==> src/hw/rtl/pdb_pkg.sv <==
// Shared widths and blend mode codes for the Porter-Duff pixel blend unit.
package pdb_pkg;

    localparam int PIX_W  = 8;
    localparam int MODE_W = 4;

    localparam logic [MODE_W-1:0] MODE_CLEAR   = 4'd0;
    localparam logic [MODE_W-1:0] MODE_SRC     = 4'd1;
    localparam logic [MODE_W-1:0] MODE_DST     = 4'd2;
    localparam logic [MODE_W-1:0] MODE_SRCOVER = 4'd3;
    localparam logic [MODE_W-1:0] MODE_DSTOVER = 4'd4;
    localparam logic [MODE_W-1:0] MODE_SRCIN   = 4'd5;
    localparam logic [MODE_W-1:0] MODE_DSTIN   = 4'd6;
    localparam logic [MODE_W-1:0] MODE_SRCOUT  = 4'd7;
    localparam logic [MODE_W-1:0] MODE_DSTOUT  = 4'd8;
    localparam logic [MODE_W-1:0] MODE_SRCATOP = 4'd9;
    localparam logic [MODE_W-1:0] MODE_DSTATOP = 4'd10;
    localparam logic [MODE_W-1:0] MODE_XOR     = 4'd11;

    typedef logic [PIX_W-1:0]  pix_t;
    typedef logic [MODE_W-1:0] mode_t;

endpackage

==> src/hw/rtl/pdb_channel.sv <==
// One channel of the Porter-Duff blend: operand select, two products, divide by 255, saturate.
module pdb_channel
(
    input  pdb_pkg::mode_t mode,
    input  logic           is_alpha,
    input  pdb_pkg::pix_t  sa,
    input  pdb_pkg::pix_t  da,
    input  pdb_pkg::pix_t  sc,
    input  pdb_pkg::pix_t  dc,
    output pdb_pkg::pix_t  res
);

    pdb_pkg::pix_t nsa;
    pdb_pkg::pix_t nda;
    pdb_pkg::pix_t m0;
    pdb_pkg::pix_t n0;
    pdb_pkg::pix_t m1;
    pdb_pkg::pix_t n1;
    logic [8:0]    base;
    logic          sub;
    logic [15:0]   prod0;
    logic [15:0]   prod1;
    logic [16:0]   prod_sum;
    logic [17:0]   rnd;
    logic [17:0]   rnd_sum;
    logic [9:0]    quo;
    logic [10:0]   total;

    assign nsa = 8'hFF - sa;
    assign nda = 8'hFF - da;

    always_comb
    begin
        m0   = '0;
        n0   = '0;
        m1   = '0;
        n1   = '0;
        base = '0;
        sub  = 1'b0;
        unique case (mode)
            pdb_pkg::MODE_SRC:
            begin
                base = {1'b0, sc};
            end
            pdb_pkg::MODE_DST:
            begin
                base = {1'b0, dc};
            end
            pdb_pkg::MODE_SRCOVER:
            begin
                base = {1'b0, sc};
                m0   = nsa;
                n0   = dc;
            end
            pdb_pkg::MODE_DSTOVER:
            begin
                base = {1'b0, dc};
                m0   = nda;
                n0   = sc;
            end
            pdb_pkg::MODE_SRCIN:
            begin
                m0 = sc;
                n0 = da;
            end
            pdb_pkg::MODE_DSTIN:
            begin
                m0 = dc;
                n0 = sa;
            end
            pdb_pkg::MODE_SRCOUT:
            begin
                m0 = sc;
                n0 = nda;
            end
            pdb_pkg::MODE_DSTOUT:
            begin
                m0 = dc;
                n0 = nsa;
            end
            pdb_pkg::MODE_SRCATOP:
            begin
                if (is_alpha)
                begin
                    base = {1'b0, da};
                end
                else
                begin
                    m0 = sc;
                    n0 = da;
                    m1 = dc;
                    n1 = nsa;
                end
            end
            pdb_pkg::MODE_DSTATOP:
            begin
                if (is_alpha)
                begin
                    base = {1'b0, sa};
                end
                else
                begin
                    m0 = dc;
                    n0 = sa;
                    m1 = sc;
                    n1 = nda;
                end
            end
            pdb_pkg::MODE_XOR:
            begin
                if (is_alpha)
                begin
                    // sa + da - div255(2*sa*da)
                    base = {1'b0, sa} + {1'b0, da};
                    sub  = 1'b1;
                    m0   = sa;
                    n0   = da;
                    m1   = sa;
                    n1   = da;
                end
                else
                begin
                    m0 = sc;
                    n0 = nda;
                    m1 = dc;
                    n1 = nsa;
                end
            end
            default:
            begin
                base = '0;
            end
        endcase
    end

    assign prod0    = m0 * n0;
    assign prod1    = m1 * n1;
    assign prod_sum = {1'b0, prod0} + {1'b0, prod1};
    assign rnd      = {1'b0, prod_sum} + 18'd128;
    assign rnd_sum  = rnd + (rnd >> 8);
    assign quo      = rnd_sum[17:8];

    always_comb
    begin
        if (sub)
        begin
            total = (quo > {1'b0, base}) ? 11'd0 : ({2'b00, base} - {1'b0, quo});
        end
        else
        begin
            total = {2'b00, base} + {1'b0, quo};
        end
    end

    assign res = (|total[10:8]) ? 8'hFF : total[7:0];

endmodule

==> src/hw/rtl/porter_duff_pixel_blend_unit.sv <==
// Top level of the Porter-Duff pixel blend unit: input stage, blend lanes, result stage.
//
// Usage:
//   Input channel in_valid/in_ready carries one word: a premultiplied ARGB8888
//   source pixel (src_a/r/g/b) and destination pixel (dst_a/r/g/b).
//   Output channel out_valid/out_ready carries the blended pixel out_a/r/g/b.
//   cfg_wr_en/cfg_wr_data write the 4-bit blend mode (0 clear .. 11 xor,
//   12 to 15 act as clear); write it only while no word is in flight.
// Timing:
//   An accepted word passes the input register, then the result register,
//   before it is shown. One word is accepted every cycle while out_ready
//   stays high; the rate is set by the input register feeding the four blend
//   lanes and the result register, each advancing once per cycle if not stalled.
// Reset:
//   rst_n clears both stage valids and sets the mode to src-over.
// Stall:
//   When out_ready is low the result word holds; one more word waits in the
//   input stage, then in_ready drops until the result is taken.
module porter_duff_pixel_blend_unit
(
    input  logic                  clk,
    input  logic                  rst_n,
    input  logic                  cfg_wr_en,
    input  pdb_pkg::mode_t        cfg_wr_data,
    input  logic                  in_valid,
    output logic                  in_ready,
    input  pdb_pkg::pix_t         src_a,
    input  pdb_pkg::pix_t         src_r,
    input  pdb_pkg::pix_t         src_g,
    input  pdb_pkg::pix_t         src_b,
    input  pdb_pkg::pix_t         dst_a,
    input  pdb_pkg::pix_t         dst_r,
    input  pdb_pkg::pix_t         dst_g,
    input  pdb_pkg::pix_t         dst_b,
    output logic                  out_valid,
    input  logic                  out_ready,
    output pdb_pkg::pix_t         out_a,
    output pdb_pkg::pix_t         out_r,
    output pdb_pkg::pix_t         out_g,
    output pdb_pkg::pix_t         out_b
);

    pdb_pkg::mode_t mode_reg;
    logic           in_valid_reg;
    logic           in_valid_next;
    logic           out_valid_reg;
    logic           out_valid_next;
    logic           in_take;
    logic           out_adv;
    pdb_pkg::pix_t  src_reg [4];
    pdb_pkg::pix_t  dst_reg [4];
    pdb_pkg::pix_t  res_next [4];
    pdb_pkg::pix_t  res_reg [4];

    assign out_adv  = !out_valid_reg || out_ready;
    assign in_ready = !in_valid_reg || out_adv;
    assign in_take  = in_valid && in_ready;

    assign in_valid_next  = in_take || (in_valid_reg && !out_adv);
    assign out_valid_next = out_adv ? in_valid_reg : out_valid_reg;

    always_ff @(posedge clk or negedge rst_n)
    begin
        if (!rst_n)
        begin
            mode_reg      <= pdb_pkg::MODE_SRCOVER;
            in_valid_reg  <= 1'b0;
            out_valid_reg <= 1'b0;
        end
        else
        begin
            if (cfg_wr_en)
            begin
                mode_reg <= cfg_wr_data;
            end
            in_valid_reg  <= in_valid_next;
            out_valid_reg <= out_valid_next;
        end
    end

    // Load the input word.
    always_ff @(posedge clk)
    begin
        if (in_take)
        begin
            src_reg[0] <= src_a;
            src_reg[1] <= src_r;
            src_reg[2] <= src_g;
            src_reg[3] <= src_b;
            dst_reg[0] <= dst_a;
            dst_reg[1] <= dst_r;
            dst_reg[2] <= dst_g;
            dst_reg[3] <= dst_b;
        end
    end

    for (genvar i = 0; i < 4; i++)
    begin : g_lane
        pdb_channel u_channel
        (
            .mode     (mode_reg),
            .is_alpha (i == 0),
            .sa       (src_reg[0]),
            .da       (dst_reg[0]),
            .sc       (src_reg[i]),
            .dc       (dst_reg[i]),
            .res      (res_next[i])
        );
    end

    // Advance the result word.
    always_ff @(posedge clk)
    begin
        if (out_adv && in_valid_reg)
        begin
            res_reg <= res_next;
        end
    end

    assign out_valid = out_valid_reg;
    assign out_a     = res_reg[0];
    assign out_r     = res_reg[1];
    assign out_g     = res_reg[2];
    assign out_b     = res_reg[3];

endmodule

==> config.mk <==
export PLATFORM = sky130hd
export DESIGN_NAME = porter_duff_pixel_blend_unit
export DESIGN_NICKNAME = d
export VERILOG_FILES = /design/src/hw/rtl/pdb_pkg.sv /design/src/hw/rtl/pdb_channel.sv /design/src/hw/rtl/porter_duff_pixel_blend_unit.sv
export SDC_FILE = /design/constraint.sdc
export NUM_CORES = 2
export LEC_CHECK = 0
export ABC_AREA = 1
export BUFFER_PORTS_ARGS = -buffer_cell sky130_fd_sc_hd__buf_2
export CORE_ASPECT_RATIO = 1.1
export CORE_MARGIN = 4
export CORE_UTILIZATION = 50
export CTS_BUF_LIST = sky130_fd_sc_hd__clkbuf_4
export CTS_CLUSTER_SIZE = 25
export DETAILED_ROUTE_END_ITERATION = 6
export HOLD_SLACK_MARGIN = 0.06
export PLACE_DENSITY_LB_ADDON = 0.08
export SYNTH_ARGS = -nofsm -noshare
export SYNTH_HDL_FRONTEND = slang
export SYNTH_HIERARCHICAL = 1
export SYNTH_SLANG_ARGS = --single-unit
==> constraint.sdc <==
create_clock -name clk -period 27.5 [get_ports clk]
set_input_delay 2.75 -clock clk [delete_from_list [all_inputs] [get_ports clk]]
set_output_delay 2.75 -clock clk [all_outputs]
set_load 0.03 [all_outputs]
==> reports/results.tsv <==
metric	value	unit
status	finished with violations	
failing checks	DRC	
number of register bits inferred by synthesis	102	
die area	77900	sq um
Synth cell types	71	
Slew Limit Fails	0	
top cells by area, synth	fa_1 (22%), ha_1 (17%), inv_1 (15%)	
vias in the first global route	33800	
critical path data required time	27.83	ns
r2r endpoint	out_b[6]	
Reg power frac	13.8	%
row cnt	104	
post-synth top area share	21.8	%
Comb pwr share	80.8	%
Die Wd	267	um
Warnings, synthesis	6	
ys async rst share	5.88	%
Area growth, synth to finish	5.61	%
Seq. cell area	3040	sq um
Post-Synth XOR/XNOR Area	1.65	%
H-tree lvl count	3	
Tmin final	12.36	ns
post-synthesis mux area share	0	%
hold path depth	2	
Post-DP Area	38700	sq um
nets	6403	
Hold Buf Count CTS	0	
largest net degree at the start of global routing	65	
Core Area	73000	sq um
most used cell along the critical path	inv_1	
GPL Wtd Cong	0.976	
Cells after Synth	5285	
Post-Syn Area per Cell	6.96	sq um
CTS tree	built	
Root Buffer	clkbuf_4	
Synth Flop Type	edfxtp_1	
Hold Crit Class	reg -> reg	
Post-Synth Adder-Cell Area	39.2	%
Worst-path clk slew	0.21	ns
vias post-DR	34000	
leakage power	23.7	nW
final core utilization	53.2	%
FILL cells	7422	
initial antenna violation count	5	
first-pass GRT wire length	178	mm
fmax	0.0809	GHz
drt pass-1 iters	7	
Final Worst Setup Slack	15.14	ns
slowest stage cell, crit path	o211ai_1	
most common cell after layout, fill and taps aside	inv_1	
per-cell routed wire length	17.2	um
clock group share of total power	5.4	%
Slew HR	18.0	%
CP max stage delay	0.78	ns
Max Cap Viol	0	
final number of setup-violating endpoints	0	
Slew @ Worst Pin	1.22	ns
main combinational cell family by area after synthesis	adder cells	
CTS max path bufs	2	
Synth Area in Simple Gates	22.5	%
gr ovfl total	0	
Detail Route Antenna Nets	0	
PwrDens	41.5	nW/um^2
Max VDD drop	0.0565	mV
I/O Pins	107	
complex-gate fraction of the synthesized area	12.4	%
ratio of cells with drive above 1 in the final layout	5.73	%
IO buf count	106	
DR iter-0 viols	2933	
kind of critical path	reg -> reg	
Int Power	0.669	mW
Synth Cell Area	36800	sq um
Worst Reg-to-Reg Cells	51	
Critical Path Source	mode_reg[3]	
R2R setup slack	15.14	ns
area of the multi-input gates	28000	sq um
commonest non-fill, non-tap cells in the layout	inv_1 (1472), nand2_1 (1116), ha_1 (512), nor2_1 (433), fa_1 (400)	
# clock sinks	102	
WP data arrival	12.68	ns
Worst setup EP type	register	
via/cell ratio	5.33	
placed insts	6361	
setup_tns	0	ns
Post-DP HPWL	89.6	mm
number of synthesized flops with an enable pin	96	
Tcrit/Tclk final	44.9	%
Starting Density	50.4	%
Routed WL	110	mm
clk_skew	0.0349	ns
final std cell area, no fill	38800	sq um
Cell Count, Final, Fillers Out	6382	
Sw Share	58.4	%
GRT Overall Usage	28.2	%
# resized after CTS	0	
Worst Hold End	out_valid	
Num CTS Buffers	9	
drt drc	14	
setup repair bufs after CTS	0	
Setup WS pre-CTS	15.29	ns
Die H	292	um
Worst Hold Launch	in_valid_reg	
Final Hold Fails	0	
overall power	1.61	mW
Critical Path Source Type	register	
Hold WS	0.541	ns
sequential share of the synthesized area	8.26	%
Critical R2R Launch	mode_reg[3]	
dominant cell type by area after synthesis	fa_1	
Psw	0.942	mW
RSZ-0062 raised after global routing	false	
worst skew pair latency	0.61	ns
CP max FO	13	
## how the worst max path moves through the flow
stage / endpoint / cells after the start / slack [ns]
detailed placement: out_b[6] / 51 / 15.29
finish: out_b[6] / 51 / 15.14
CTS: out_b[6] / 44 / 15.21
floorplan: out_a[0] / 51 / 17.75
global placement: out_b[7] / 44 / 15.42
global route: out_b[6] / 51 / 13.87
## cells in the mapped netlist, types with 41 or more instances
master,n
o22ai_1,133
edfxtp_1,96
xor2_1,44
nand4_1,41
clkbuf_1,48
nand2_1,1116
inv_1,1473
nand2_2,47
a21oi_1,179
o21ai_0,133
a221oi_1,57
nor2_1,433
ha_1,512
nand3_1,165
fa_1,400
## metal layers
metal  share of wire (%)  GRT usage [%]
met1                  42           37.2
met2                  48           48.5
met3                 6.6           3.39
met4                 3.4           9.05
met5               0.025              0
## power by group through the flow
stage | clock network [mW] | registers, mW | logic (mW)
CTS | 0.0917 | 0.222 | 1.30
global route | 0.0970 | 0.224 | 1.48
floorplan | 0 | 0.264 | 0.925
global placement | 0 | 0.225 | 1.29
detailed placement | 0 | 0.225 | 1.29
finish | 0.0871 | 0.222 | 1.30
## worst max-delay path: cells and delay by family (launching register included)
family	cells	cell delay (ns)
AOI/OAI and AO/OA	8	2.43
adders and majority gates	9	4.11
buffers and inverters	12	1.12
DFF	1	0.57
and+or+nand+nor	22	3.83
## layout make-up
cell class / instances / share of cell area, %
multi-input combinational: 3666 / 72.1
clock buffer: 9 / 0.174
inverter: 1491 / 14.4
antenna: 5 / 0.0322
timing repair buffer: 148 / 2.18
clock inverter: 7 / 0.168
sequential: 102 / 7.82
tap: 954 / 3.07
## cells by family (layout without fill, tap and decap cells)
kind of cell               after synthesis  count (layout)
AOI/OAI and AO/OA                      708             708
xor gates and xnor gates                65              65
adders and majority gates              912             912
buffers and inverters                 1557            1655
DFF                                    102             102
other                                    2              47
and+or+nand+nor                       1939            1939
No activity file was read; power rests on OpenSTA's default activity.
